<file path="src/rtl/wmtl_pkg.sv">
// ----------------------------------------------------------------------------
// wmtl_pkg
// Shared widths, codes and constants of the window median tank level filter.
// ----------------------------------------------------------------------------
package wmtl_pkg;

    localparam int DIST_W    = 13;
    localparam int LEVEL_W   = 7;
    localparam int TREND_W   = 2;
    localparam int CFG_IDX_W = 2;

    // Configuration register indexes.
    localparam logic [CFG_IDX_W-1:0] CFG_BOTTOM   = 2'd0;
    localparam logic [CFG_IDX_W-1:0] CFG_OVERFLOW = 2'd1;

    localparam logic [DIST_W-1:0] BOTTOM_RESET   = 13'd2100;
    localparam logic [DIST_W-1:0] OVERFLOW_RESET = 13'd50;

    // Fill level arithmetic in hundredths of a percent.
    localparam int HUND_W    = 14;
    localparam int PROD_W    = DIST_W + HUND_W;
    localparam logic [HUND_W-1:0] HUND_FULL   = 14'd10000;
    localparam logic [HUND_W-1:0] HUND_HALF   = 14'd50;
    localparam logic [HUND_W-1:0] HUND_PER_PCT = 14'd100;

    // floor(h / 100) == (h * 5243) >> 19 for every h up to 10000.
    localparam int RECIP_W     = 13;
    localparam int RECIP_SHIFT = 19;
    localparam logic [RECIP_W-1:0] RECIP_100 = 13'd5243;
    localparam int SCALE_W = HUND_W + RECIP_W;

    typedef enum logic [TREND_W-1:0] {
        TREND_UNKNOWN = 2'd0,
        TREND_FALLING = 2'd1,
        TREND_RISING  = 2'd2
    } trend_t;

endpackage

</file>
<file path="src/rtl/window_median_tank_level_top.sv">
// A sample beat runs from acceptance back to ready through one multiply,
// 27 divider steps, one scale, one round. A zero or clamped level skips the divider.
// A report beat runs seven rounds of a binary search over the level value
// to its result, each one a pass of WINDOW ring reads.
// One beat is in work at a time; a finished result waits in the output register.
// Synchronous active-low reset clears the ring valid bits, slot, trend and m_valid.
// ----------------------------------------------------------------------------
// window_median_tank_level_top
// Turns distance samples into fill percentages kept in a ring, and answers
// report ticks with the ring median and a falling/rising trend code.
// ----------------------------------------------------------------------------
module window_median_tank_level_top #(
    parameter int WINDOW = 12
) (
    input  logic                          aclk,
    input  logic                          aresetn,

    input  logic                          cfg_valid,
    output logic                          cfg_ready,
    input  logic [wmtl_pkg::CFG_IDX_W-1:0] cfg_index,
    input  logic [wmtl_pkg::DIST_W-1:0]   cfg_data,

    input  logic                          s_valid,
    output logic                          s_ready,
    input  logic                          s_kind,
    input  logic [wmtl_pkg::DIST_W-1:0]   s_distance_mm,

    output logic                          m_valid,
    input  logic                          m_ready,
    output logic [wmtl_pkg::LEVEL_W-1:0]  m_level_pct,
    output logic [wmtl_pkg::TREND_W-1:0]  m_trend
);

    localparam int ADDR_W    = $clog2(WINDOW);
    localparam int CNT_W     = $clog2(WINDOW + 1);
    localparam int MED_COUNT = WINDOW / 2 + 1;
    localparam int DIV_STEPS = wmtl_pkg::PROD_W;
    localparam int DCNT_W    = $clog2(DIV_STEPS);
    localparam int BIT_W     = $clog2(wmtl_pkg::LEVEL_W);

    typedef enum logic [7:0] {
        ST_IDLE   = 8'b0000_0001,
        ST_MUL    = 8'b0000_0010,
        ST_DIV    = 8'b0000_0100,
        ST_SCALE  = 8'b0000_1000,
        ST_ROUND  = 8'b0001_0000,
        ST_COUNT  = 8'b0010_0000,
        ST_TALLY  = 8'b0100_0000,
        ST_RESULT = 8'b1000_0000
    } state_t;

    state_t state_reg, state_next;

    logic [wmtl_pkg::DIST_W-1:0]  bottom_reg, overflow_reg;
    logic [wmtl_pkg::DIST_W-1:0]  span_reg, span_next;
    logic [wmtl_pkg::DIST_W-1:0]  height_reg, height_next;
    logic                         zero_reg, zero_next;
    logic [wmtl_pkg::PROD_W-1:0]  prod_reg, prod_next;
    logic [wmtl_pkg::DIST_W-1:0]  rem_reg, rem_next;
    logic [wmtl_pkg::HUND_W-1:0]  quot_reg, quot_next;
    logic [DCNT_W-1:0]            dcnt_reg, dcnt_next;
    logic [wmtl_pkg::HUND_W-1:0]  hund_reg, hund_next;
    logic [wmtl_pkg::SCALE_W-1:0] scale_reg, scale_next;
    logic [ADDR_W-1:0]            slot_reg, slot_next;

    logic [ADDR_W-1:0]            addr_reg, addr_next;
    logic                         rd_vld_reg, rd_vld_next;
    logic [CNT_W-1:0]             cnt_reg, cnt_next;
    logic [BIT_W-1:0]             bit_reg, bit_next;
    logic [wmtl_pkg::LEVEL_W-1:0] ans_reg, ans_next;

    logic [wmtl_pkg::LEVEL_W-1:0] last_level_reg, last_level_next;
    wmtl_pkg::trend_t             trend_reg, trend_next;
    logic                         m_valid_reg, m_valid_next;
    logic [wmtl_pkg::LEVEL_W-1:0] m_level_reg, m_level_next;

    // Divider step.
    logic [wmtl_pkg::DIST_W:0]    div_trial;
    logic                         div_ge;
    logic [wmtl_pkg::DIST_W:0]    div_diff;

    // Rounding.
    logic [7:0]                   whole;
    logic [wmtl_pkg::HUND_W-1:0]  whole_x100;
    logic [wmtl_pkg::HUND_W-1:0]  pct_rem;
    logic [wmtl_pkg::LEVEL_W-1:0] level_rounded;

    // Median search.
    logic [wmtl_pkg::LEVEL_W-1:0] rd_data;
    logic [wmtl_pkg::LEVEL_W-1:0] low_ones;
    logic [wmtl_pkg::LEVEL_W-1:0] trial;
    logic                         hit;
    logic [CNT_W-1:0]             cnt_sum;

    logic                         wr_en;
    logic                         rd_en;

    wmtl_ring #(
        .DEPTH  (WINDOW),
        .ADDR_W (ADDR_W)
    ) u_ring (
        .aclk    (aclk),
        .aresetn (aresetn),
        .wr_en   (wr_en),
        .wr_addr (slot_reg),
        .wr_data (level_rounded),
        .rd_en   (rd_en),
        .rd_addr (addr_reg),
        .rd_data (rd_data)
    );

    assign cfg_ready   = 1'b1;
    assign s_ready     = (state_reg == ST_IDLE);
    assign m_valid     = m_valid_reg;
    assign m_level_pct = m_level_reg;
    assign m_trend     = trend_reg;

    assign div_trial = {rem_reg, prod_reg[wmtl_pkg::PROD_W-1]};
    assign div_ge    = (div_trial >= {1'b0, span_reg});
    assign div_diff  = div_trial - {1'b0, span_reg};

    assign whole         = scale_reg[wmtl_pkg::SCALE_W-1:wmtl_pkg::RECIP_SHIFT];
    assign whole_x100    = wmtl_pkg::HUND_W'(whole) * wmtl_pkg::HUND_PER_PCT;
    assign pct_rem       = hund_reg - whole_x100;
    assign level_rounded = wmtl_pkg::LEVEL_W'(whole)
                         + wmtl_pkg::LEVEL_W'(pct_rem > wmtl_pkg::HUND_HALF);

    // Trial value of the search: bits already decided, current bit zero,
    // all lower bits one.
    assign low_ones = (wmtl_pkg::LEVEL_W'(1) << bit_reg) - wmtl_pkg::LEVEL_W'(1);
    assign trial    = ans_reg | low_ones;
    assign hit      = rd_vld_reg && (rd_data <= trial);
    assign cnt_sum  = cnt_reg + CNT_W'(hit);

    assign wr_en = (state_reg == ST_ROUND);
    assign rd_en = (state_reg == ST_COUNT);

    always_ff @(posedge aclk) begin
        if (!aresetn) begin
            bottom_reg   <= wmtl_pkg::BOTTOM_RESET;
            overflow_reg <= wmtl_pkg::OVERFLOW_RESET;
        end else if (cfg_valid && cfg_ready) begin
            case (cfg_index)
                wmtl_pkg::CFG_BOTTOM:   bottom_reg   <= cfg_data;
                wmtl_pkg::CFG_OVERFLOW: overflow_reg <= cfg_data;
                default: ;
            endcase
        end
    end

    always_comb begin
        state_next      = state_reg;
        span_next       = span_reg;
        height_next     = height_reg;
        zero_next       = zero_reg;
        prod_next       = prod_reg;
        rem_next        = rem_reg;
        quot_next       = quot_reg;
        dcnt_next       = dcnt_reg;
        hund_next       = hund_reg;
        scale_next      = scale_reg;
        slot_next       = slot_reg;
        addr_next       = addr_reg;
        rd_vld_next     = 1'b0;
        cnt_next        = cnt_reg;
        bit_next        = bit_reg;
        ans_next        = ans_reg;
        last_level_next = last_level_reg;
        trend_next      = trend_reg;
        m_valid_next    = m_valid_reg && !m_ready;
        m_level_next    = m_level_reg;

        case (state_reg)
            ST_IDLE: begin
                if (s_valid) begin
                    if (!s_kind) begin
                        span_next   = bottom_reg - overflow_reg;
                        height_next = bottom_reg - s_distance_mm;
                        zero_next   = (overflow_reg >= bottom_reg)
                                   || (s_distance_mm >= bottom_reg);
                        state_next  = ST_MUL;
                    end else begin
                        addr_next  = '0;
                        cnt_next   = '0;
                        bit_next   = BIT_W'(wmtl_pkg::LEVEL_W - 1);
                        ans_next   = '0;
                        state_next = ST_COUNT;
                    end
                end
            end
            ST_MUL: begin
                prod_next = wmtl_pkg::PROD_W'(height_reg)
                          * wmtl_pkg::PROD_W'(wmtl_pkg::HUND_FULL);
                rem_next  = '0;
                quot_next = '0;
                dcnt_next = DCNT_W'(DIV_STEPS - 1);
                if (zero_reg) begin
                    hund_next  = '0;
                    state_next = ST_SCALE;
                end else if (height_reg > span_reg) begin
                    // Water above the overflow surface: the level clamps to full.
                    hund_next  = wmtl_pkg::HUND_FULL;
                    state_next = ST_SCALE;
                end else begin
                    state_next = ST_DIV;
                end
            end
            ST_DIV: begin
                rem_next  = div_ge ? div_diff[wmtl_pkg::DIST_W-1:0]
                                   : div_trial[wmtl_pkg::DIST_W-1:0];
                quot_next = {quot_reg[wmtl_pkg::HUND_W-2:0], div_ge};
                prod_next = {prod_reg[wmtl_pkg::PROD_W-2:0], 1'b0};
                dcnt_next = dcnt_reg - DCNT_W'(1);
                if (dcnt_reg == '0) begin
                    hund_next  = quot_next;
                    state_next = ST_SCALE;
                end
            end
            ST_SCALE: begin
                scale_next = wmtl_pkg::SCALE_W'(hund_reg)
                           * wmtl_pkg::SCALE_W'(wmtl_pkg::RECIP_100);
                state_next = ST_ROUND;
            end
            ST_ROUND: begin
                if (slot_reg == ADDR_W'(WINDOW - 1)) begin
                    slot_next = '0;
                end else begin
                    slot_next = slot_reg + ADDR_W'(1);
                end
                state_next = ST_IDLE;
            end
            ST_COUNT: begin
                rd_vld_next = 1'b1;
                cnt_next    = cnt_sum;
                addr_next   = addr_reg + ADDR_W'(1);
                if (addr_reg == ADDR_W'(WINDOW - 1)) begin
                    state_next = ST_TALLY;
                end
            end
            ST_TALLY: begin
                // Too few entries at or below the trial: the median has this bit set.
                if (cnt_sum < CNT_W'(MED_COUNT)) begin
                    ans_next = ans_reg | (wmtl_pkg::LEVEL_W'(1) << bit_reg);
                end
                cnt_next  = '0;
                addr_next = '0;
                if (bit_reg == '0) begin
                    state_next = ST_RESULT;
                end else begin
                    bit_next   = bit_reg - BIT_W'(1);
                    state_next = ST_COUNT;
                end
            end
            ST_RESULT: begin
                if (!m_valid_reg || m_ready) begin
                    m_valid_next = 1'b1;
                    m_level_next = ans_reg;
                    if (ans_reg < last_level_reg) begin
                        trend_next = wmtl_pkg::TREND_FALLING;
                    end else if (ans_reg > last_level_reg) begin
                        trend_next = wmtl_pkg::TREND_RISING;
                    end
                    last_level_next = ans_reg;
                    state_next      = ST_IDLE;
                end
            end
            default: begin
                state_next = ST_IDLE;
            end
        endcase
    end

    always_ff @(posedge aclk) begin
        if (!aresetn) begin
            state_reg      <= ST_IDLE;
            slot_reg       <= '0;
            rd_vld_reg     <= 1'b0;
            last_level_reg <= '0;
            trend_reg      <= wmtl_pkg::TREND_UNKNOWN;
            m_valid_reg    <= 1'b0;
        end else begin
            state_reg      <= state_next;
            slot_reg       <= slot_next;
            rd_vld_reg     <= rd_vld_next;
            last_level_reg <= last_level_next;
            trend_reg      <= trend_next;
            m_valid_reg    <= m_valid_next;
        end
    end

    always_ff @(posedge aclk) begin
        span_reg    <= span_next;
        height_reg  <= height_next;
        zero_reg    <= zero_next;
        prod_reg    <= prod_next;
        rem_reg     <= rem_next;
        quot_reg    <= quot_next;
        dcnt_reg    <= dcnt_next;
        hund_reg    <= hund_next;
        scale_reg   <= scale_next;
        addr_reg    <= addr_next;
        cnt_reg     <= cnt_next;
        bit_reg     <= bit_next;
        ans_reg     <= ans_next;
        m_level_reg <= m_level_next;
    end

endmodule

</file>
<file path="src/rtl/wmtl_ring.sv">
// ----------------------------------------------------------------------------
// wmtl_ring
// Level ring storage: one write and one registered read port, with a valid
// bit per entry so that entries never written since reset read as zero.
// ----------------------------------------------------------------------------
module wmtl_ring #(
    parameter int DEPTH  = 12,
    parameter int ADDR_W = $clog2(DEPTH)
) (
    input  logic                        aclk,
    input  logic                        aresetn,
    input  logic                        wr_en,
    input  logic [ADDR_W-1:0]           wr_addr,
    input  logic [wmtl_pkg::LEVEL_W-1:0] wr_data,
    input  logic                        rd_en,
    input  logic [ADDR_W-1:0]           rd_addr,
    output logic [wmtl_pkg::LEVEL_W-1:0] rd_data
);

    logic [wmtl_pkg::LEVEL_W-1:0] mem_reg [DEPTH];
    logic [DEPTH-1:0]             valid_reg;
    logic [wmtl_pkg::LEVEL_W-1:0] rd_q_reg;
    logic                         rd_hit_reg;

    always_ff @(posedge aclk) begin
        if (!aresetn) begin
            valid_reg <= '0;
        end else if (wr_en) begin
            valid_reg[wr_addr] <= 1'b1;
        end
    end

    always_ff @(posedge aclk) begin
        if (wr_en) begin
            mem_reg[wr_addr] <= wr_data;
        end
        if (rd_en) begin
            rd_q_reg   <= mem_reg[rd_addr];
            rd_hit_reg <= valid_reg[rd_addr];
        end
    end

    assign rd_data = rd_hit_reg ? rd_q_reg : '0;

endmodule
</file>
<file path="config.mk">
export PLATFORM = sky130hd
export DESIGN_NAME = window_median_tank_level_top
export DESIGN_NICKNAME = d
export VERILOG_FILES = /design/src/rtl/wmtl_pkg.sv /design/src/rtl/window_median_tank_level_top.sv /design/src/rtl/wmtl_ring.sv
export SDC_FILE = /design/constraint.sdc
export NUM_CORES = 1
export LEC_CHECK = 0
export BUFFER_PORTS_ARGS = -buffer_cell sky130_fd_sc_hd__buf_2
export CAP_MARGIN = 20
export CORE_ASPECT_RATIO = 1.25
export CORE_MARGIN = 5
export CORE_UTILIZATION = 40
export DETAILED_ROUTE_END_ITERATION = 16
export PLACE_DENSITY = 0.67
export SLEW_MARGIN = 10
export SYNTH_ARGS = -nofsm -noshare
export SYNTH_HDL_FRONTEND = slang
export SYNTH_SLANG_ARGS = --single-unit
</file>
<file path="constraint.sdc">
create_clock -name aclk -period 7.75 [get_ports aclk]
set_clock_uncertainty 0.2 [all_clocks]
set_input_delay 0 -clock aclk [delete_from_list [all_inputs] [get_ports aclk]]
set_output_delay 0 -clock aclk [all_outputs]
set_load 0.02 [all_outputs]
</file>
Word-level counts from Yosys, hierarchy flattened

Memories as Yosys holds them, arrays and structs flattened. A register that Yosys moved wholly into a read port is not among the register bits.
Cells that the tools add are included.

Register bits: 213
Memory bits (writable): 84
Input port bits: 34
Output and inout port bits: 12
Logic and storage cells: 142
Memories kept: 1

Add/subtract/negate cells: 11
Multipliers: 3
Order comparisons: 12
Eq/ne operators: 19
Shift-type cells: 1
Mux-type cells: 43
Bitwise gates (word level): 4
Reductions and logical operators: 24

Memories:

| name           | depth | width | rd ports | clocked after Yosys merged registers in | write ports | line            | RTL |
|---|---|---|---|---|---|---|---|
| u_ring.mem_reg | 12    | 7     | 1        | 1                                       | 1           | wmtl_ring.sv:20 | `logic [wmtl_pkg::LEVEL_W-1:0] mem_reg [DEPTH];` |

Operator list:

| operator               | number |
|---|---|
| $pmux 8 s7             | 1 |
| $pmux 27 s2            | 1 |
| $pmux 13 s2            | 2 |
| $mux 14                | 3 |
| $mux 8                 | 5 |
| $sub 13x13->13         | 3 |
| $mux 7                 | 4 |
| $pmux 14 s2            | 1 |
| $mul 14x13->27 const B | 1 |
| $ge 13x13->1           | 2 |
| $pmux 4 s3             | 2 |
| $mul 13x10->23 const B | 1 |
| $mux 4                 | 5 |
| $ge 14x13->1           | 1 |
| $gt 14x6->1 const B    | 1 |
| $or 7x7->7             | 2 |
| $pmux 7 s2             | 1 |
| $sub 14x14->14         | 1 |
| $gt 13x13->1           | 1 |
| $mux 13                | 1 |
| $mul 8x5->12 const B   | 1 |
| $or 12x12->12          | 1 |
| $reduce_and 3->1       | 4 |
| $reduce_and 4->1       | 3 |
| other kinds (44)       | 69 |

Depth between registers and ports, before layout

Gate-level depths: netlist of run 1.

Depth after elaboration: 9
Gate-level depth with buffers: 22
Mapped depth without buffers: 22

Hierarchy

A second synthesis of run 1 with hierarchy kept.

Cells, all modules: 1884
Area total of the unflattened synthesis: 20066.7 sq um

Modules (own cells, without submodules):

| module                       | instances | cells each | area an instance (sq um) | seq. area each (sq um) |
|---|---|---|---|---|
| window_median_tank_level_top | 1         | 1659       | 16005.4                  | 4824.6 |
| wmtl_ring                    | 1         | 225        | 4061.4                   | 3002.9 |

Worst setup path after synthesis of run 1

No wires, ideal clock.

Path type: reg-to-reg
Start: reg scale_reg[21] (netlist name)
End: mem u_ring.mem_reg[0][2] (netlist name) (data pin)
Data arrival time: 4.765 ns
Data required time: 7.284 ns
Slack: 2.519 ns
Stages on the path, launching flop included: 19
Path buffers: 0
Clock period less this slack: 5.231 ns
Cells stage by stage: edfxtp_1 -> ha_1 -> ha_1 -> fa_1 -> ha_1 -> nor2b_1 -> or3_1 -> a21oi_1 -> xor2_1 -> ha_1 -> a211o_1 -> a211o_1 -> a311oi_1 -> nand4_1 -> nor2_1 -> nand3_1 -> ha_1 -> ha_1 -> xor2_1

Word-level cells in the longest chain between the ends: 4

Ends and longest elaborated chain:

| element                     | line                                | RTL |
|---|---|---|
| start, declared             | window_median_tank_level_top.sv:63  | `logic [wmtl_pkg::SCALE_W-1:0] scale_reg, scale_next;` |
| start signal, assigned      | window_median_tank_level_top.sv:300 | `scale_reg <= scale_next;` |
| $mul 8x5->12                | window_median_tank_level_top.sv:123 | `assign whole_x100 = wmtl_pkg::HUND_W'(whole) * wmtl_pkg::HUND_PER_PCT;` |
| $sub 14x14->14              | window_median_tank_level_top.sv:124 | `assign pct_rem = hund_reg - whole_x100;` |
| $gt 14x6->1                 | window_median_tank_level_top.sv:126 | `+ wmtl_pkg::LEVEL_W'(pct_rem > wmtl_pkg::HUND_HALF);` |
| $add 7x1->7 (*)             | window_median_tank_level_top.sv:126 |  |
| via level_rounded (one bit) | window_median_tank_level_top.sv:86  | `logic [wmtl_pkg::LEVEL_W-1:0] level_rounded;` |
| end, declared               | wmtl_ring.sv:20                     |  |

The timed path passes the listed nets; every way through them passes the cells marked *.

Worst setup path in the final report of run 1

Start: reg scale_reg[20] (netlist name)
End: mem u_ring.mem_reg[9][2] (netlist name) (data pin)

The elaborated chain is that of the path after synthesis.

==> impl_metrics.csv, run 1 <==
group,metric,value,unit
final_layout,multi_input_area,10910,µm²
final_layout,final_cells,2625,
global_routing,overflow,0,
hold_path,min_path_cells,4,
cts,ctsHoldBuffers,66,
drt,ant_nets,0,
final_layout,seq_area,7828,µm²
floorplan,placeableCoreArea,49300,µm²
global_routing,grt_pass1_vias,14050,
yosys,synth_edf_count,220,
floorplan,die_height,259.3,µm
final_layout,final_net_count,2360,
critical_path,r2r-end,"u_ring.mem_reg[9][2]",
timing,worst_pin_slew,1.073,ns
yosys,synth-async-reset-ratio,0,%
cts,path_clk_slew,0.07,ns
global_routing,grt_max_degree,59,
power,clkPwrFrac,19.4,%
critical_path,path_max_fanout,12,
critical_path,crit_path_end_kind,"flip-flop",
place,place_area,20890,µm²
cts,insertion_delay,0.58,ns
critical_path,critPathMaxStageDelay,0.62,ns
cts,post-cts-setup-buffers,0,
drt,detail_route.wl_per_cell,15.68,µm
critical_path,critPathBufInv,0,
power,seqPwrFrac,28.3,%
cts,htreeDepth,1,
drt,viasPerCell,5.100,
hold_path,hold_start,"cfg_data[3]",
yosys,synth_nets,2245,
cts,ctsResizeCount,0,
critical_path,worstSetupStartpointType,"flip-flop",
timing,max_clock_freq,0.1705,GHz
timing,hold_violations,0,
cts,cts_inserted_buffers,28,
final_layout,largest_register_ffs,84,
drt,drc,0,
timing,setup_tns,0,ns
power,vdd_ir_drop_max,227.3,µV
cts,cts_sinks,281,
final_layout,area.growth.synth_to_final,13.28,%
critical_path,critPathTopFamily,"adder cells",
floorplan,dieWidth,209.5,µm
cts,cts_tree,"yes",
timing,rsz0062_at_grt,"no",
yosys,ys.flop_type,"edfxtp_1",
final_layout,fin_area,22540,µm²
critical_path,critPathArrivalTime,5.94,ns
final_layout,drive_gt1_share,7.143,%
yosys,synth_area,19900,µm²
final_layout,antenna_cells,0,
yosys,ys.warnings.count,0,
floorplan,dieArea,54330,µm²
hold_path,hp-class,"primary input to flip-flop",
critical_path,r2r_slack,1.89,ns
power,swShare,39.47,%
floorplan,initial_core_util,40.35,%
timing,relSlewSlack,28.10,%
power,p_comb_share,52.3,%
yosys,ys_seq_area_share,39.34,%
yosys,synthCells,1838,
drt,vias,13390,
yosys,postSynthAreaPerCell,10.82,µm²
place,port-buffer-count,44,
critical_path,cp.required,7.83,ns
critical_path,crit_path_frequent_cell,"ha_1",
timing,setup_viol,0,
power,power_density,329.1,nW/µm²
floorplan,rows,91,
timing,timing.final.crit_share,75.67,%
global_routing,grt_pass1_wl,69.14,mm
status,status,"finished, final reports clean",
global_routing,antenna_found_initial,0,
cts,cts-root-buf,"clkbuf_16",
cts,cts_buffer_depth,3,
timing,period_needed,5.864,ns
job,cap_violations,0,
critical_path,worstSetupPathType,"flip-flop to flip-flop",
final_layout,final.fill_count,4420,
yosys,ys_types,71,
timing,drv_slew,0,
drt,routed_wl,41.17,mm
drt,drtIter0Drc,595,
floorplan,io_pins,46,
power,p_int,0.004490,W
yosys,yosys_register_bits,281,
power,p_leak,9.597,nW
hold_path,hold_end,"overflow_reg[3]",
critical_path,worstSetupStartpoint,"scale_reg[20]",
place,dp.cells,2508,
critical_path,crit_chain,"ha_1 -> ha_1 -> fa_1 -> ha_1 -> nor2b_1 -> o21ai_0 -> nand2b_1 -> a21o_1 -> a21oi_1 -> xor2_1 -> ha_1 -> a211o_1 -> a211o_1 -> a311oi_1 -> nand4_1 -> nor2_1 -> nand3_1 -> ha_1 -> ha_1 -> xor2_1",
drt,drt_first_pass_iters,5,
place,gp_congestion,0.8927,
place,hpwl,31.26,mm
power,switchingPower,0.002928,W
critical_path,critPathSlowestCell,"xor2_1",
critical_path,r2r_start,"scale_reg[20]",
global_routing,track_usage,15.18,%
critical_path,rr_worst_depth,20,
==> cell families after synthesis <==
| family | after synthesis | synth area share, % |
|---|---|---|
| buffers and inverters | 314 | 5.968 |
| and+or+nand+nor | 446 | 10.85 |
| other | 1 | 0.01885 |
| adders and majority gates | 373 | 27.08 |
| xor gates and xnor gates | 73 | 3.214 |
| DFF | 281 | 39.34 |
| AOI/OAI and AO/OA | 308 | 9.905 |
| muxes | 42 | 3.622 |
==> per-stage QoR <==
| step | setup slack, ns | utilization, % | hold WS [ns] | power [W] |
|---|---|---|---|---|
| 3_5_place_dp | 1.863 | 42.37 | 0.02341 | 0.005974 |
| 3_3_place_gp | 2.047 | 42.37 | 0.03444 | 0.005851 |
| 4_1_cts | 1.850 | 45.71 | 0.009570 | 0.007496 |
| 2_1_floorplan | 2.519 | - | -0.1207 | 0.005046 |
| 5_1_grt | 1.457 | 45.71 | 0.07035 | 0.008105 |
| 6_report | 1.886 | 45.71 | 0.03865 | 0.007417 |
==> Yosys cell counts (all sizes together), types with 4 or more instances <==
cell type  number  area [µm²]
a211oi         10       80.07
a21boi         33       247.7
a21o           23       172.7
a21oi          82       410.4
a311oi          5       43.79
a31oi          11       68.82
and2           26       162.7
and3            8       51.30
buf             6       31.28
clkbuf         27       101.4
dfxtp          61        1221
edfxtp        220        6606
fa             96        1922
ha            277        3466
inv           280        1051
mux2i          18       180.2
mux4           24       540.5
nand2         148       558.0
nand2b         21       131.4
nand3          25       125.1
nand3b          5       37.54
nand4          16       100.1
nand4b          4       35.03
nor2          102       382.9
nor2b          39       244.0
nor3           25       125.1
nor3b           5       42.54
nor4            5       31.28
o211ai          9       67.56
o21a           30       225.2
o21ai          71       355.3
o21bai          7       52.55
or2             5       31.28
xnor2          40       350.3
xor2           33       289.0
==> layout make-up <==
class,count,share of cell area (%)
clock buffer,30,3.142
timing repair buffer,118,4.175
tap,651,3.614
sequential,281,34.73
multi-input combinational,1243,48.42
clock inverter,21,1.238
inverter,281,4.680
==> how the worst max path moves through the flow <==
stage,end,depth (start not counted)
after global placement,u_ring.mem_reg[2][2],20
after CTS,u_ring.mem_reg[8][2],20
final,u_ring.mem_reg[9][2],20
after global routing,u_ring.mem_reg[9][2],20
after detailed placement,u_ring.mem_reg[0][2],20
after floorplan,u_ring.mem_reg[0][2],18
==> power groups by stage <==
stage / sequential [W] / clock [W] / combinational (W)
global placement: 0.00213 / 0 / 0.00372
CTS: 0.00210 / 0.00148 / 0.00391
detailed placement: 0.00214 / 0 / 0.00384
global route: 0.00212 / 0.00154 / 0.00444
finish: 0.00210 / 0.00144 / 0.00388
floorplan: 0.00204 / 0 / 0.00300
==> worst min-delay path, delay by kind of cell <==
kind	cells	cell delay (ns)
and+or+nand+nor	1	0.04
buffers and inverters	2	0.65
AOI/OAI and AO/OA	1	0.06
==> per-layer routing <==
layer	vias up	global-route usage [%]	wire, µm	share of wire [%]
met5	-	0	0	0
met4	0	4.062	924	2.2
met3	61	1.414	1304	3.2
met2	215	28.67	21870	53
met1	6525	18.45	17070	41
li1	6586	-	-	-
==> placed cells by master, fill, tap and decap left out, drive strengths merged, types with 5 or more instances in the layout <==
| cell | synthesis | final |
|---|---|---|
| o211ai | 9 | 9 |
| clkbuf | 27 | 30 |
| a21boi | 33 | 33 |
| inv | 280 | 282 |
| nand2 | 148 | 148 |
| xor2 | 33 | 33 |
| nor2b | 39 | 39 |
| dfxtp | 61 | 61 |
| o21ai | 71 | 71 |
| mux2i | 18 | 18 |
| or2 | 5 | 5 |
| nand3 | 25 | 25 |
| fa | 96 | 96 |
| and2 | 26 | 26 |
| o21a | 30 | 30 |
| a311oi | 5 | 5 |
| nor4 | 5 | 5 |
| ha | 277 | 277 |
| edfxtp | 220 | 220 |
| a211oi | 10 | 10 |
| nor3 | 25 | 25 |
| nand3b | 5 | 5 |
| clkinv | 1 | 8 |
| nand2b | 21 | 21 |
| nor3b | 5 | 5 |
| nand4 | 16 | 16 |
| a31oi | 11 | 11 |
| a21oi | 82 | 82 |
| bufinv | 0 | 5 |
| o21bai | 7 | 7 |
| and3 | 8 | 8 |
| a21o | 23 | 23 |
| mux4 | 24 | 24 |
| nor2 | 102 | 102 |
| dlygate4sd3 | 0 | 66 |
| buf | 6 | 52 |
| xnor2 | 40 | 40 |
| clkinvlp | 0 | 7 |
No activity file was read; power rests on OpenSTA's default activity.
==> run 2: changes to the inputs <==
clock period = 5.4 ns   (was 7.75 ns; I/O delays follow)
==> run 2 against run 1 <==
Critical path depth fell by 5. Global-route usage barely moved. Total power rose by 46%. First-iteration DRC count rose by 13%. Via count rose by 2.1%. Register-to-register slack got worse by 1.7 ns. Cell count rose by 1.3%. Cell area rose by 2.3%. Flip-flop and latch count did not move.
==> impl_metrics.csv, run 2 (synthesis gave the netlist of run 1 again) <==
group,metric,value,unit
status,status,"finished, final reports clean",
cts,cts_tree,"yes",
critical_path,crit_path_end_kind,"flip-flop",
final_layout,drive_gt1_share,11.21,%
global_routing,grt_max_degree,59,
place,gp_congestion,0.8732,
drt,ant_nets,0,
place,hpwl,31.27,mm
hold_path,hp-class,"primary input to flip-flop",
drt,routed_wl,42.08,mm
drt,drc,0,
final_layout,area.growth.synth_to_final,15.89,%
power,vdd_ir_drop_max,338.4,µV
timing,hold_violations,0,
cts,insertion_delay,0.55,ns
place,dp.cells,2534,
cts,cts_inserted_buffers,26,
critical_path,cp.required,5.49,ns
drt,vias,13660,
critical_path,path_max_fanout,5,
cts,cts_sinks,281,
global_routing,track_usage,15.20,%
power,power_density,468.7,nW/µm²
final_layout,seq_area,7828,µm²
timing,setup_slack,0.1685,ns
power,p_leak,9.790,nW
cts,path_clk_slew,0.07,ns
critical_path,worstSetupStartpointType,"flip-flop",
cts,htreeDepth,1,
critical_path,critPathArrivalTime,5.33,ns
global_routing,grt_pass1_vias,13990,
final_layout,final_cells,2658,
cts,cts_buffer_depth,3,
final_layout,final_cell_mix,"inv_1 (277), ha_1 (262), edfxtp_1 (220)",
drt,drtIter0Drc,675,
critical_path,worstSetupPathType,"flip-flop to flip-flop",
floorplan,die_height,259.3,µm
drt,drt_first_pass_iters,5,
final_layout,multi_input_area,11300,µm²
power,power,0.01081,W
final_layout,antenna_cells,0,
floorplan,io_pins,46,
global_routing,grt_pass1_wl,68.68,mm
floorplan,rows,91,
floorplan,dieWidth,209.5,µm
place,port-buffer-count,44,
cts,cts-root-buf,"clkbuf_16",
timing,setup_viol,0,
timing,relSlewSlack,26.42,%
timing,max_clock_freq,0.1912,GHz
final_layout,final.fill_count,4399,
timing,worst_pin_slew,1.100,ns
drt,detail_route.wl_per_cell,15.83,µm
floorplan,placeableCoreArea,49300,µm²
final_layout,largest_register_ffs,84,
final_layout,final_common_cell,"inv_1",
final_layout,fin_util,46.77,%
timing,timing.final.crit_share,96.88,%
timing,drv_slew,0,
floorplan,initial_core_util,40.35,%
final_layout,final_net_count,2394,
drt,viasPerCell,5.141,
place,pre_cts_slack,-0.3420,ns
floorplan,dieArea,54330,µm²
job,cap_violations,0,
global_routing,overflow,0,
timing,period_needed,5.231,ns
global_routing,antenna_found_initial,0,
run 2: cell count changes in the layout (fill, tap and decap cells not counted), moves of 4 or more:
| cell | before | now |
|---|---|---|
| fa_1 | 96 | 88 |
| fa_2 | 0 | 8 |
| ha_4 | 0 | 14 |
| ha_1 | 277 | 262 |
| buf_4 | 8 | 48 |
| dlygate4sd3_1 | 66 | 56 |
| xnor2_1 | 40 | 36 |
run 2: routing by layer:
layer	vias to the layer above	track usage [%]	routed length, µm
li1	6689	-	-
met1	6623	18.13	17300
met2	278	28.17	21880
met3	74	1.378	1408
met4	0	6.020	1493
met5	-	0	0
run 2: repair_timing:
item / in CTS / in global routing
gates cloned: 1 / 2
setup endpoints to repair: 74 / 75
hold buffers: 56 / 0
pin swaps: 2 / 45
setup buffers: 4 / 13
gates resized for setup: 15 / 38
hold endpoints to repair: 113 / 0
run 2: worst paths after layout:
kind,cells past startpoint,to,slack (ns),from
max,15,scale_reg[26],0.17,hund_reg[10]
max reg2reg,15,scale_reg[26],0.17,hund_reg[10]
min reg2reg,2,last_level_reg[2],0.27,last_level_reg[2]
min,4,overflow_reg[4],0.06,cfg_data[4]
run 2: final cells by class:
cell class	count	area share, %
multi-input combinational	1246	49.01
sequential	281	33.95
timing repair buffer	151	5.096
inverter	281	4.575
tap	651	3.533
clock buffer	31	2.990
clock inverter	17	0.8466
run 2: metrics by stage:
stage	area [µm²]	hold WS, ns	setup TNS [ns]
floorplan	19900	-0.1207	0
finish	23060	0.05855	0
global route	23060	0.05356	-0.3360
detailed placement	21080	0.02880	-10.97
CTS	22680	0.01269	0
global placement	21080	0.03481	-6.349
run 2: power breakdown:
part / total, W / switching (W) / leakage (nW) / internal, W
Combinational: 0.00589 / 0.00317 / 6.90 / 0.00272
Clock: 0.00189 / 0.000827 / 0.422 / 0.00107
Sequential: 0.00302 / 0.000251 / 2.46 / 0.00277
Total: 0.0108 / 0.00425 / 9.79 / 0.00655
run 2: critical path, stage by stage, from the launching register on:
cell,delay [ns]
edfxtp_1,0.47
buf_6,0.19
fa_2,0.56
ha_1,0.24
fa_2,0.54
fa_2,0.45
fa_2,0.57
ha_4,0.21
nand4_1,0.11
o221a_2,0.23
o21bai_1,0.06
a221o_1,0.32
o21a_1,0.22
a31o_1,0.25
o41ai_2,0.30
a31oi_1,0.06
==> run 3: changes to the inputs <==
CORE_MARGIN = 8   (was 5)
==> run 3 against run 2 <==
Sequential power about the same. Critical path depth rose by 1. Register-to-register slack got worse by 0.08 ns. Non-clock buffer count increased by 14. Total power grew 0.52%. Combinational power about the same. Clock-buffer cell count is 2 lower. Via count fell by 0.40%. Clock power is 2% higher. Sequential share of layout area fell by 0.19 points. Critical path type unchanged. Highest routed layer unchanged.
==> impl_metrics.csv, run 3 (synthesis gave the netlist of run 1 again) <==
group,metric,value,unit
cts,cts_sinks,281,
final_layout,largest_register_ffs,84,
drt,viasPerCell,5.091,
floorplan,dieWidth,215.5,µm
hold_path,hp-class,"primary input to flip-flop",
global_routing,antenna_found_initial,0,
cts,cts_tree,"yes",
timing,period_needed,5.316,ns
cts,htreeDepth,1,
global_routing,track_usage,14.46,%
critical_path,crit_chain,"fa_1 -> ha_1 -> inv_1 -> fa_1 -> inv_1 -> fa_1 -> fa_2 -> ha_2 -> a21oi_2 -> o221a_2 -> o21bai_1 -> a221o_1 -> o21a_1 -> a31o_1 -> o41ai_2 -> a31oi_1",
final_layout,final_common_cell,"inv_1",
floorplan,dieArea,57180,µm²
critical_path,path_max_fanout,6,
final_layout,final_cell_mix,"inv_1 (279), ha_1 (260), edfxtp_1 (220)",
drt,drt_first_pass_iters,5,
power,power,0.01086,W
timing,drv_slew,0,
floorplan,io_pins,46,
final_layout,final_cells,2673,
critical_path,critPathMaxStageDelay,0.60,ns
timing,timing.final.crit_share,98.44,%
drt,routed_wl,42.36,mm
place,hpwl,31.38,mm
cts,cts_buffer_depth,3,
final_layout,final_net_count,2408,
critical_path,cp.required,5.51,ns
status,status,"finished, final reports clean",
place,gp_congestion,0.8521,
floorplan,rows,91,
drt,drtIter0Drc,656,
critical_path,worstSetupPathType,"flip-flop to flip-flop",
timing,worst_pin_slew,1.065,ns
drt,ant_nets,0,
timing,hold_violations,0,
critical_path,crit_path_end_kind,"flip-flop",
power,power_density,468.5,nW/µm²
timing,finalHoldWorstSlack,0.03399,ns
critical_path,critPathSlowestCell,"fa_1",
place,port-buffer-count,44,
timing,setup_tns,0,ns
timing,max_clock_freq,0.1881,GHz
critical_path,worstSetupStartpointType,"flip-flop",
cts,path_clk_slew,0.07,ns
drt,vias,13610,
final_layout,area.growth.synth_to_final,16.53,%
cts,cts_inserted_buffers,27,
floorplan,placeableCoreArea,49300,µm²
floorplan,initial_core_util,40.35,%
job,cap_violations,0,
global_routing,grt_pass1_vias,14290,
timing,relSlewSlack,28.75,%
cts,cts-root-buf,"clkbuf_16",
timing,setup_viol,0,
global_routing,grt_max_degree,59,
critical_path,critPathArrivalTime,5.42,ns
drt,drc,0,
place,dp.cells,2535,
global_routing,overflow,0,
power,p_leak,9.873,nW
critical_path,crit_path_frequent_cell,"fa_1",
global_routing,grt_pass1_wl,69.28,mm
drt,detail_route.wl_per_cell,15.85,µm
final_layout,drive_gt1_share,11.52,%
cts,insertion_delay,0.57,ns
power,vdd_ir_drop_max,339.1,µV
final_layout,antenna_cells,0,
floorplan,die_height,265.3,µm
run 3: changes by cell type in the layout (fill, tap and decap cells not counted), moves of 3 or more:
cell	previous run	this run
clkinv_2	4	7
dlygate4sd3_1	56	60
fa_2	8	1
fa_1	88	95
buf_4	48	60
clkinvlp_2	0	3
run 3: final cells by class:
class	count	area (µm²)
Inverter	281	1055
Fill cell	4392	26120
Tap cell	651	814.5
Sequential cell	281	7828
Clock buffer	29	683.2
Clock inverter	21	216.5
Multi-Input combinational cell	1245	11310
Timing Repair Buffer	165	1282
run 3: metrics by stage:
stage	setup slack (ns)	utilization [%]	cell area, µm²
6_report	0.08430	47.03	23180
5_1_grt	-0.08366	47.03	23180
4_1_cts	-0.003505	46.07	22710
3_5_place_dp	-0.4471	42.78	21090
3_3_place_gp	-0.2621	42.78	21090
2_1_floorplan	0.1692	-	19900
run 3: critical path: cells and delay by family (launching register included):
family          cells  cell delay (ns)
fa+ha+maj           6             2.56
compound gates      8             1.65
flops               1             0.54
buf+inv             2             0.11
run 3: worst paths after layout:
check,from,end,slack (ns),cells after the start
min reg2reg,u_ring.valid_reg[0],u_ring.valid_reg[0],0.27,1
min,cfg_data[11],bottom_reg[11],0.03,4
max,hund_reg[9],scale_reg[26],0.08,16
max reg2reg,hund_reg[9],scale_reg[26],0.08,16
run 3: metal layers:
layer  up-vias  track usage (%)  part of all wire, %  wire, µm
li1       6703                -                    -         -
met1      6627            17.12                   42     17820
met2       218            26.85                   52     22130
met3        61            1.409                  2.6      1096
met4         0            5.232                  3.1      1307
met5         -                0                    0         0
run 3: where the power goes:
group	total, W	switching [W]	internal, W	leakage [nW]
Combinational	0.00590	0.00320	0.00270	6.97
Clock	0.00193	0.000851	0.00107	0.435
Sequential	0.00303	0.000260	0.00277	2.46
run 3: repair_timing:
action,4_1_cts,5_1_grt
setup endpoints to repair,74,91
hold buffers,60,0
pin swaps,1,33
endpoints found under the hold margin,113,0
cloned,0,2
buffers inserted,5,21
gates resized for setup,12,34
